`config.mk`:
```
export PLATFORM = sky130hd
export DESIGN_NAME = letterbox_pointer_mapper_unit
export DESIGN_NICKNAME = d
export VERILOG_FILES = /design/src/rtl/lpm_pkg.sv /design/src/rtl/letterbox_pointer_mapper_unit.sv /design/src/rtl/lpm_cell.sv /design/src/rtl/lpm_setup.sv
export VERILOG_INCLUDE_DIRS = /design/src /design/src/rtl
export SDC_FILE = /design/constraint.sdc
export NUM_CORES = 2
export LEC_CHECK = 0
export BUFFER_PORTS_ARGS = -buffer_cell sky130_fd_sc_hd__buf_2
export CAP_MARGIN = 20
export CORE_ASPECT_RATIO = 1.75
export CORE_UTILIZATION = 44
export DETAILED_ROUTE_END_ITERATION = 7
export SLEW_MARGIN = 20
export SYNTH_ARGS = -nofsm -noshare
export SYNTH_HDL_FRONTEND = slang
export SYNTH_SLANG_ARGS = --single-unit
```
`constraint.sdc`:
```
create_clock -name aclk -period 41.1 [get_ports aclk]
set_input_delay 6.165 -clock aclk [delete_from_list [all_inputs] [get_ports aclk]]
set_output_delay 6.165 -clock aclk [all_outputs]
set_load 0.005 [all_outputs]
```
`src/rtl/assert_macros.svh`:
```
// Assertion macros for the RTL.
`ifndef ASSERT_MACROS_SVH
`define ASSERT_MACROS_SVH
`ifndef SYNTH
`define ASSERT_IMPLY(label, clk, rst_n, a, c) \
    label: assert property (@(posedge clk) disable iff (!rst_n) (a) |-> (c)) \
        else $error("assertion failed");
`define ASSERT_NEXT(label, clk, rst_n, a, c) \
    label: assert property (@(posedge clk) disable iff (!rst_n) (a) |=> (c)) \
        else $error("assertion failed");
`else
`define ASSERT_IMPLY(label, clk, rst_n, a, c)
`define ASSERT_NEXT(label, clk, rst_n, a, c)
`endif
`endif

```
`src/rtl/lpm_pkg.sv`:
```
`timescale 1ns / 1ps
package lpm_pkg;
    localparam int WIN_BITS = 14;
    localparam int PTR_BITS = 16;
    localparam int DEFAULT_W = 320;
    localparam int DEFAULT_H = 240;

    localparam logic [1:0] REG_WIN_W = 2'd0;
    localparam logic [1:0] REG_WIN_H = 2'd1;
    localparam logic [1:0] REG_IMG_W = 2'd2;
    localparam logic [1:0] REG_IMG_H = 2'd3;

    typedef struct packed {
        logic zero;
        logic clamp;
    } flags_t;

    typedef struct packed {
        logic [WIN_BITS-1:0] dst_x;
        logic [WIN_BITS-1:0] dst_y;
        logic [WIN_BITS-1:0] dst_w;
        logic [WIN_BITS-1:0] dst_h;
        logic                busy;
    } geom_t;

    typedef enum logic [3:0] {
        S_IDLE = 4'b0001,
        S_MUL  = 4'b0010,
        S_DIV  = 4'b0100,
        S_FIN  = 4'b1000
    } setup_state_t;
endpackage

```
`src/rtl/letterbox_pointer_mapper_unit.sv`:
```
`timescale 1ns / 1ps
// Letterbox pointer mapper. Takes one pointer word per cycle while the output
// is not stalled and returns the matching image pixel through a row of divider
// cells that each resolve one quotient bit (image dimension 9 bits minimum).
// After reset and after every register write the bar geometry is recomputed
// by a bit-serial divider; s_tready stays low meanwhile.
`include "assert_macros.svh"
module letterbox_pointer_mapper_unit #(
    parameter int IMAGE_DIM_BITS = 12
) (
    input  logic        aclk,
    input  logic        aresetn,
    input  logic        psel,
    input  logic        penable,
    input  logic        pwrite,
    input  logic [3:0]  paddr,
    input  logic [31:0] pwdata,
    output logic [31:0] prdata,
    output logic        pready,
    input  logic        s_tvalid,
    output logic        s_tready,
    // [15:0] pointer_x, [31:16] pointer_y
    input  logic [31:0] s_tdata,
    output logic        m_tvalid,
    input  logic        m_tready,
    // [D-1:0] image_x, [2D-1:D] image_y, zero fill to bytes
    output logic [((2*IMAGE_DIM_BITS+7)/8)*8-1:0] m_tdata
);
    localparam int D  = IMAGE_DIM_BITS;
    localparam int DW = (D > 9) ? D : 9;
    localparam int OW = ((2 * D + 7) / 8) * 8;
    localparam int WB = lpm_pkg::WIN_BITS;
    localparam int PW = 15 + DW;

    logic [WB-1:0] win_w_reg, win_h_reg;
    logic [D-1:0]  img_w_reg, img_h_reg;
    logic [DW-1:0] dim_w, dim_h;
    logic          cfg_wr;
    lpm_pkg::geom_t geom;

    assign pready = 1'b1;
    assign cfg_wr = psel && penable && pwrite;

    always_ff @(posedge aclk) begin
        if (!aresetn) begin
            win_w_reg <= WB'(640);
            win_h_reg <= WB'(480);
            img_w_reg <= '0;
            img_h_reg <= '0;
        end else if (cfg_wr) begin
            unique case (paddr[3:2])
                lpm_pkg::REG_WIN_W: win_w_reg <= pwdata[WB-1:0];
                lpm_pkg::REG_WIN_H: win_h_reg <= pwdata[WB-1:0];
                lpm_pkg::REG_IMG_W: img_w_reg <= pwdata[D-1:0];
                lpm_pkg::REG_IMG_H: img_h_reg <= pwdata[D-1:0];
                default: ;
            endcase
        end
    end

    always_comb begin
        unique case (paddr[3:2])
            lpm_pkg::REG_WIN_W: prdata = 32'(win_w_reg);
            lpm_pkg::REG_WIN_H: prdata = 32'(win_h_reg);
            lpm_pkg::REG_IMG_W: prdata = 32'(img_w_reg);
            lpm_pkg::REG_IMG_H: prdata = 32'(img_h_reg);
            default:            prdata = '0;
        endcase
    end

    assign dim_w = (img_w_reg == '0) ? DW'(lpm_pkg::DEFAULT_W) : DW'(img_w_reg);
    assign dim_h = (img_h_reg == '0) ? DW'(lpm_pkg::DEFAULT_H) : DW'(img_h_reg);

    lpm_setup #(.DW(DW)) u_setup (
        .aclk    (aclk),
        .aresetn (aresetn),
        .start   (cfg_wr),
        .win_w   (win_w_reg),
        .win_h   (win_h_reg),
        .img_w   (dim_w),
        .img_h   (dim_h),
        .geom    (geom)
    );

    // pipeline control
    logic en;
    logic m_tvalid_reg;
    logic va_reg, vb_reg;
    logic [DW-1:0] vc_reg;
    logic [lpm_pkg::PTR_BITS-1:0] px_reg, py_reg;

    assign en       = !m_tvalid_reg || m_tready;
    assign s_tready = en && !geom.busy;
    assign m_tvalid = m_tvalid_reg;

    always_ff @(posedge aclk) begin
        if (!aresetn) begin
            va_reg       <= 1'b0;
            vb_reg       <= 1'b0;
            vc_reg       <= '0;
            m_tvalid_reg <= 1'b0;
        end else if (en) begin
            va_reg       <= s_tvalid && !geom.busy;
            vb_reg       <= va_reg;
            vc_reg       <= {vc_reg[DW-2:0], vb_reg};
            m_tvalid_reg <= vc_reg[DW-1];
        end
    end

    always_ff @(posedge aclk) begin
        if (en) begin
            px_reg <= s_tdata[15:0];
            py_reg <= s_tdata[31:16];
        end
    end

    // per-axis front stage and cell row
    logic [D-1:0] res [2];

    for (genvar a = 0; a < 2; a++) begin : g_axis
        logic [lpm_pkg::PTR_BITS-1:0] p;
        logic [WB-1:0]  off, size;
        logic [DW-1:0]  dim;
        logic [16:0]    d;
        logic [14:0]    dpos;
        logic [PW-1:0]  prod;
        lpm_pkg::flags_t fl;
        logic [WB-1:0]  rem_reg;
        logic [DW-1:0]  lo_reg;
        lpm_pkg::flags_t fl_reg;
        logic [WB-1:0]  rem_c [DW+1];
        logic [DW-1:0]  lo_c  [DW+1];
        logic [DW-1:0]  q_c   [DW+1];
        lpm_pkg::flags_t fl_c [DW+1];
        logic [D-1:0]   res_reg;
        logic [DW-1:0]  fin;

        assign p    = (a == 0) ? px_reg : py_reg;
        assign off  = (a == 0) ? geom.dst_x : geom.dst_y;
        assign size = (a == 0) ? geom.dst_w : geom.dst_h;
        assign dim  = (a == 0) ? dim_w : dim_h;

        always_comb begin
            d        = {p[15], p} - {3'b000, off};
            dpos     = d[14:0];
            fl.zero  = d[16] || (size == '0);
            fl.clamp = dpos >= {1'b0, size};
            prod     = PW'(dpos) * PW'(dim);
        end

        always_ff @(posedge aclk) begin
            if (en) begin
                rem_reg <= prod[DW+WB-1:DW];
                lo_reg  <= prod[DW-1:0];
                fl_reg  <= fl;
            end
        end

        assign rem_c[0] = rem_reg;
        assign lo_c[0]  = lo_reg;
        assign q_c[0]   = '0;
        assign fl_c[0]  = fl_reg;

        for (genvar k = 0; k < DW; k++) begin : g_cell
            lpm_cell #(.DW(DW)) u_cell (
                .aclk    (aclk),
                .en      (en),
                .div_i   (size),
                .rem_i   (rem_c[k]),
                .lo_i    (lo_c[k]),
                .q_i     (q_c[k]),
                .flags_i (fl_c[k]),
                .rem_o   (rem_c[k+1]),
                .lo_o    (lo_c[k+1]),
                .q_o     (q_c[k+1]),
                .flags_o (fl_c[k+1])
            );
        end

        always_comb begin
            if (fl_c[DW].zero) fin = '0;
            else if (fl_c[DW].clamp) fin = dim - 1'b1;
            else fin = q_c[DW];
        end

        always_ff @(posedge aclk) begin
            if (en) res_reg <= fin[D-1:0];
        end

        assign res[a] = res_reg;
    end

    assign m_tdata = OW'({res[1], res[0]});

    `ASSERT_IMPLY(a_busy_blocks, aclk, aresetn, geom.busy, !s_tready)
    `ASSERT_NEXT(a_cfg_recompute, aclk, aresetn, cfg_wr, geom.busy)
    `ASSERT_NEXT(a_accept_enters, aclk, aresetn, s_tvalid && s_tready, va_reg)
endmodule

```
`src/rtl/lpm_cell.sv`:
```
`timescale 1ns / 1ps
module lpm_cell #(
    parameter int DW = 12
) (
    input  logic                          aclk,
    input  logic                          en,
    input  logic [lpm_pkg::WIN_BITS-1:0]  div_i,
    input  logic [lpm_pkg::WIN_BITS-1:0]  rem_i,
    input  logic [DW-1:0]                 lo_i,
    input  logic [DW-1:0]                 q_i,
    input  lpm_pkg::flags_t               flags_i,
    output logic [lpm_pkg::WIN_BITS-1:0]  rem_o,
    output logic [DW-1:0]                 lo_o,
    output logic [DW-1:0]                 q_o,
    output lpm_pkg::flags_t               flags_o
);
    logic [lpm_pkg::WIN_BITS:0]   t;
    logic                         ge;
    logic [lpm_pkg::WIN_BITS-1:0] rem_next;
    logic [lpm_pkg::WIN_BITS-1:0] rem_reg;
    logic [DW-1:0]                lo_reg;
    logic [DW-1:0]                q_reg;
    lpm_pkg::flags_t              flags_reg;

    always_comb begin
        t  = {rem_i, lo_i[DW-1]};
        ge = t >= {1'b0, div_i};
        rem_next = ge ? lpm_pkg::WIN_BITS'(t - {1'b0, div_i})
                      : t[lpm_pkg::WIN_BITS-1:0];
    end

    always_ff @(posedge aclk) begin
        if (en) begin
            rem_reg   <= rem_next;
            lo_reg    <= {lo_i[DW-2:0], 1'b0};
            q_reg     <= {q_i[DW-2:0], ge};
            flags_reg <= flags_i;
        end
    end

    assign rem_o   = rem_reg;
    assign lo_o    = lo_reg;
    assign q_o     = q_reg;
    assign flags_o = flags_reg;
endmodule

```
`src/rtl/lpm_setup.sv`:
```
`timescale 1ns / 1ps
module lpm_setup #(
    parameter int DW = 12
) (
    input  logic                         aclk,
    input  logic                         aresetn,
    input  logic                         start,
    input  logic [lpm_pkg::WIN_BITS-1:0] win_w,
    input  logic [lpm_pkg::WIN_BITS-1:0] win_h,
    input  logic [DW-1:0]                img_w,
    input  logic [DW-1:0]                img_h,
    output lpm_pkg::geom_t               geom
);
    localparam int NB = lpm_pkg::WIN_BITS + DW;
    localparam int CW = $clog2(NB + 1);

    lpm_pkg::setup_state_t state_reg, state_next;
    logic [NB-1:0]   prod_a_reg, prod_b_reg;
    logic            fill_h_reg;
    logic [NB-1:0]   dvd_reg;
    logic [NB-1:0]   quo_reg;
    logic [DW-1:0]   rem_reg;
    logic [DW-1:0]   dvs_reg;
    logic [CW-1:0]   cnt_reg;
    logic [DW:0]     t;
    logic            ge;
    logic [lpm_pkg::WIN_BITS-1:0] q14;
    logic [lpm_pkg::WIN_BITS-1:0] dst_x_reg, dst_y_reg, dst_w_reg, dst_h_reg;

    always_comb begin
        t  = {rem_reg, dvd_reg[NB-1]};
        ge = t >= {1'b0, dvs_reg};
        q14 = quo_reg[lpm_pkg::WIN_BITS-1:0];
        state_next = state_reg;
        unique case (state_reg)
            lpm_pkg::S_IDLE: state_next = lpm_pkg::S_IDLE;
            lpm_pkg::S_MUL:  state_next = lpm_pkg::S_DIV;
            lpm_pkg::S_DIV:  if (cnt_reg == CW'(NB - 1)) state_next = lpm_pkg::S_FIN;
            lpm_pkg::S_FIN:  state_next = lpm_pkg::S_IDLE;
            default:         state_next = lpm_pkg::S_IDLE;
        endcase
        if (start) state_next = lpm_pkg::S_MUL;
    end

    always_ff @(posedge aclk) begin
        if (!aresetn) begin
            state_reg <= lpm_pkg::S_MUL;
        end else begin
            state_reg <= state_next;
        end
    end

    always_ff @(posedge aclk) begin
        unique case (state_reg)
            lpm_pkg::S_MUL: begin
                prod_a_reg <= NB'(win_w) * NB'(img_h);
                prod_b_reg <= NB'(win_h) * NB'(img_w);
                cnt_reg    <= '0;
            end
            lpm_pkg::S_DIV: begin
                if (cnt_reg == '0) begin
                    fill_h_reg <= prod_a_reg > prod_b_reg;
                    dvd_reg    <= (prod_a_reg > prod_b_reg) ? prod_b_reg : prod_a_reg;
                    dvs_reg    <= (prod_a_reg > prod_b_reg) ? img_h : img_w;
                    rem_reg    <= '0;
                    quo_reg    <= '0;
                    cnt_reg    <= cnt_reg + 1'b1;
                end else begin
                    dvd_reg <= {dvd_reg[NB-2:0], 1'b0};
                    rem_reg <= ge ? DW'(t - {1'b0, dvs_reg}) : t[DW-1:0];
                    quo_reg <= {quo_reg[NB-2:0], ge};
                    cnt_reg <= cnt_reg + 1'b1;
                end
            end
            lpm_pkg::S_FIN: begin
                // last quotient bit still pending in this cycle
                if (fill_h_reg) begin
                    dst_h_reg <= win_h;
                    dst_w_reg <= {q14[lpm_pkg::WIN_BITS-2:0], ge};
                    dst_x_reg <= lpm_pkg::WIN_BITS'((win_w - {q14[lpm_pkg::WIN_BITS-2:0], ge})
                                 >> 1);
                    dst_y_reg <= '0;
                end else begin
                    dst_w_reg <= win_w;
                    dst_h_reg <= {q14[lpm_pkg::WIN_BITS-2:0], ge};
                    dst_x_reg <= '0;
                    dst_y_reg <= lpm_pkg::WIN_BITS'((win_h - {q14[lpm_pkg::WIN_BITS-2:0], ge})
                                 >> 1);
                end
            end
            default: ;
        endcase
    end

    assign geom.dst_x = dst_x_reg;
    assign geom.dst_y = dst_y_reg;
    assign geom.dst_w = dst_w_reg;
    assign geom.dst_h = dst_h_reg;
    assign geom.busy  = state_reg != lpm_pkg::S_IDLE;
endmodule

```
## After elaboration in Yosys (flattened, before gate mapping)

Index checks and enable logic that the tools add are counted.

| storage, ports and cells | value |
|---|---|
| register bits | 1004 |
| bits of input ports | 75 |
| logic and storage cells | 282 |

| operators by class | value |
|---|---|
| add/subtract/negate cells | 30 |
| $mul | 4 |
| $lt $le $gt $ge | 28 |
| equal/unequal tests | 9 |
| multiplexer cells | 36 |
| bitwise operators | 1 |
| reductions and logical operators | 22 |

Operators with widths:

| kind | count |
|---|---|
| $ge A15 B14 Y1 | 26 |
| $mux W14 | 24 |
| $sub A14 B14 Y14 | 24 |
| $pmux W32 S4 | 1 |
| $mux W12 | 6 |
| $mul A14 B12 Y26 | 2 |
| $mul A15 B12 Y26 | 2 |
| $mux W26 | 2 |
| $sub A16 B15 Y17 | 2 |
| $logic_not A14 Y1 | 2 |
| $gt A26 B26 Y1 | 1 |
| $logic_not A12 Y1 | 2 |
| $sub A12 B1 Y12 const B | 2 |
| $ge A13 B12 Y1 | 1 |
| $sub A12 B12 Y12 | 1 |
| $pmux W5 S2 | 1 |
| $reduce_and A2 Y1 | 5 |
| $pmux W4 S2 | 1 |
| $add A5 B1 Y5 const B | 1 |
| $eq A5 B5 Y1 const B | 1 |
| $logic_not A5 Y1 | 1 |
| $eq A2 B2 Y1 const B | 2 |
| $eq A4 B2 Y1 const B | 1 |
| $eq A4 B3 Y1 const B | 1 |
| other kinds (12) | 18 |

## Depth between registers and ports, before layout

| depth | value |
|---|---|
| depth in word-level cells | 4 |
| mapped depth | 29 |
| mapped depth without buffers | 28 |

## Cells and area by module

A second synthesis with hierarchy kept.

| second synthesis, totals | value |
|---|---|
| cell total of the unflattened synthesis | 8115 |
| area, all modules | 92232.2 um2 |

By module, submodules not included:

| module | instances | cells each | area each (um2) | seq. area each (um2) |
|---|---|---|---|---|
| lpm_cell at g_axis[0].g_cell[0].u_cell ... | 19 | 164 | 2175.8 | 1171.1 |
| letterbox_pointer_mapper_unit | 1 | 2174 | 20317.0 | 4704.5 |
| lpm_setup | 1 | 2060 | 20083.0 | 5335.1 |
| lpm_cell at g_axis[1].g_cell[5].u_cell ... | 5 | 153 | 2098.3 | 1171.1 |

## Least setup slack after synthesis

Ideal clock, no wire load.

| timing | value |
|---|---|
| kind | input to register |
| from | input m_tready |
| to | register g_axis[0].fl_reg, in the netlist g_axis[0].fl_c[24] (enable) |
| library setup time | 1.415 ns |
| data arrival time | 26.944 ns |
| data required time | 39.685 ns |
| slack | 12.741 ns |
| cell stages on the path | 4 |
| path buffers | 2 |
| cell sequence | nor2b_1 clkbuf_1 inv_1 buf_1 |

| on the way | value |
|---|---|
| longest elaborated chain between the ends | 1 |

Ends and longest elaborated chain:

| what | line | text |
|---|---|---|
| start, declared | letterbox_pointer_mapper_unit.sv:25 | `input logic m_tready,` |
| $logic_or A1 B1 Y1 | letterbox_pointer_mapper_unit.sv:92 | `assign en = !m_tvalid_reg \|\| m_tready;` |
| net en | letterbox_pointer_mapper_unit.sv:86 | `logic en;` |
| end signal, assigned | letterbox_pointer_mapper_unit.sv:155 | `fl_reg <= fl;` |
| end, declared | letterbox_pointer_mapper_unit.sv:130 | `lpm_pkg::flags_t fl_reg;` |

The timed path passes the listed nets, and every way through them passes these cells.
A chain may end at the register's enable or synchronous reset.

## Worst setup path after layout

| timing | value |
|---|---|
| from | input paddr[2] |
| to | output prdata[1] |

| on the way | value |
|---|---|
| longest elaborated chain between the ends | 2 |
| elaborated cells between the ends (all ways) | 5 |
| those cells by class | 3 x eq/ne; 1 x mux; 1 x reduce/logical |

Ends and longest elaborated chain:

| what | line | text |
|---|---|---|
| start, declared | letterbox_pointer_mapper_unit.sv:16 | `input logic [3:0] paddr,` |
| $eq A2 B2 Y1 (tied with other cells) | letterbox_pointer_mapper_unit.sv:62 | `unique case (paddr[3:2])` |
| $pmux W32 S4 (*) | letterbox_pointer_mapper_unit.sv:62 |  |
| end, declared | letterbox_pointer_mapper_unit.sv:18 | `output logic [31:0] prdata,` |

Mark *: on every way between the ends. The rest lies on a longest branch, timed or not. The select of a mux whose other input is x is not followed.

==> results.cfg <==
[outcome]
status = finished clean

[floorplan]
io_pins = 134
die_h_um = 558
initial_utilization_pct = 44.4
die-area_mm2 = 0.178
core_mm2 = 0.175
std_cell_rows = 203
die_x_um = 320

[critical_path]
worstPathMaxFanout = 20
crit_path_end_kind = primary output
worst-path-buf-inv = 2
path_common_cell = buf_2
crit_arrival_ns = 7.40
crit_chain = buf_2 -> mux4_2 -> buf_2
critPathTopFamily = buffers and inverters
critPathLaunchType = primary input
worstPathRequired_ns = 34.94
cpPeakStageDelay_ns = 0.61
path_class = primary input to primary output
critPathSlowestCell = mux4_2

[flow_run]
maxCapViolCount = 0

[route]
route.detailed.drc = 0
first_pass_iters = 5
wl_per_cell_um = 20.7
via_count = 54180
ant_nets = 0
drt_iter0_drc = 2820
wirelength_mm = 202
routed_via_density = 5.56

[sta]
rsz0062_at_grt = no
fin_crit_ns = 13.56
fmax_mhz = 73.7
final_hold_viol_count = 0
clock_skew_ns = 0.0820
maxSlewViolCount = 0
slew_headroom_pct = 27.6
fin_crit_sh_pct = 33.0
finalSetupTns_ns = 0
finalSetupViolCount = 0
tightest_slew_ns = 1.09

[grt]
grt_max_degree = 191
grt_use_total_pct = 22.7
grt_antenna_before_repair = 7
grt_pass1_vias = 56918
grt_pass1_wl_mm = 311
overflow = 0

[clock_network]
cts_buffers = 98
cts_setup_buffers = 0
clock_path_buffers = 3
tritoncts = done
cts-root-buf = clkbuf_16
ctsResizeCount = 0
htree_levels = 3
path_clk_slew_ns = 0.06
cts-hold-fix-buffers = 0
clock_latency_ns = 0.73
cts_num_sinks = 1002

[synthesis]
ys_top_cells_by_area = edfxtp_1 (36%), fa_1 (14%), ha_1 (11%)
synth_cell_types = 91
syn_area_per_cell_um2 = 10.7
ys_ff_latch = 1002
synth-warning-count = 0
post-synth-top-count-cell = edfxtp_1
synthCells = 7290
synth_top_area_share_pct = 36.0
seq_area_frac_synth_pct = 37.8
synth-edff-count = 931
yosys.area.top_type = edfxtp_1
synth_area_mm2 = 0.0777
ys.flop_type = edfxtp_1
netlist_top_cells_count = edfxtp_1 (931), inv_1 (895), ha_1 (709)
synth-async-reset-ratio_pct = 0

[power_and_ir_drop]
ir_worst_vdd_mv = 0.0421
power.leakage_nw = 37.6
power_density_mw_per_mm2 = 57.0

[cells_and_area]
final_cell_count_no_fill = 9745
largest_reg_flops = 308
nFillCells = 15913
drive_above_1_share_pct = 9.96
area_growth_pct = 9.05
nets = 8711

[placement]
place.gp.congestion = 0.945
dp_hpwl_mm = 150
dpl.cell_count = 9557
numPortBuffers = 94

[worst_hold_path]
worstHoldPathType = register to register
## cells by family after synthesis
group                    count (synthesis)  synth area share, %
multiplexers                           355                 5.38
adder cells (fa/ha/maj)               1234                 24.9
buffers and inverters                 1143                 5.72
AND/OR/NAND/NOR                       2136                 13.3
XOR/XNOR                               348                 3.94
other                                    2              0.00966
AO/OA/AOI/OAI                         1070                 8.94
flip-flops                            1002                 37.8
## stage by stage
step                      power [mW]  worst slack [ns]  hold slack [ns]  cell area [um^2]  utilization (%)
final                           4.83             27.54            0.355             84800             48.4
after global routing            5.17             27.47            0.356             84700             48.4
after CTS                       4.87             27.53            0.352             84700             48.4
after detailed placement        3.86             27.53            0.405             81200             46.4
after global placement          3.80             27.52            0.400             81200             46.4
after floorplan                 3.35             12.74            0.400             77800                -
## power by group
group / internal [mW] / switching, mW
registers: 1.55 / 0.143
logic: 1.01 / 1.15
clock network: 0.556 / 0.427
## per-layer routing
layer  global-route usage (%)  part of all wire, %  up-vias
li1                         -                    -    25339
met1                     23.7                   36    26996
met2                     42.6                   52     1290
met3                     2.40                  3.7      555
met4                     15.1                  7.6        0
met5                        0                    0        -
## placed cells by master (no fill, tap or decap), types with 22 or more instances in the layout
cell / n
dfxtp_1: 70
nand2_1: 702
and3_1: 31
a21oi_1: 309
nor4_1: 41
o21ai_0: 161
nand2b_1: 70
mux2_4: 39
nor3_1: 177
a21boi_0: 49
and2_1: 211
nand3_1: 82
xnor2_1: 251
fa_1: 525
xor2_1: 96
mux2i_1: 77
ha_1: 709
o21ai_1: 30
a31oi_1: 26
a21o_1: 135
nor2_1: 450
or2_2: 22
edfxtp_1: 931
mux2_2: 225
o21bai_1: 24
o21a_1: 87
buf_4: 145
a211oi_1: 67
clkbuf_16: 102
nor2b_1: 156
buf_2: 94
or3_1: 46
inv_1: 893
nand4_1: 79
o31ai_1: 27
## path summary, 6_finish.rpt
kind / from / endpoint / depth (start not counted) / slack [ns]
max: paddr[2] / prdata[1] / 3 / 27.54
min reg2reg: g_axis[1].g_cell[1].u_cell.lo_o[4] / g_axis[1].g_cell[2].u_cell.lo_o[5] / 0 / 0.35
min: g_axis[1].g_cell[1].u_cell.lo_o[4] / g_axis[1].g_cell[2].u_cell.lo_o[5] / 0 / 0.35
max reg2reg: img_h_reg[1] / u_setup.prod_a_reg[20] / 22 / 32.90
## layout make-up
class | count | area (um^2) | area share, %
antenna | 3 | 7.51 | 0.00886
clock inverter | 68 | 916 | 1.08
multi-input combinational | 5162 | 44000 | 52.0
tap | 2255 | 2820 | 3.33
sequential | 1002 | 29400 | 34.7
clock buffer | 117 | 2610 | 3.08
timing repair buffer | 241 | 1600 | 1.89
inverter | 897 | 3370 | 3.98
No activity file was read; power rests on OpenSTA's default activity.
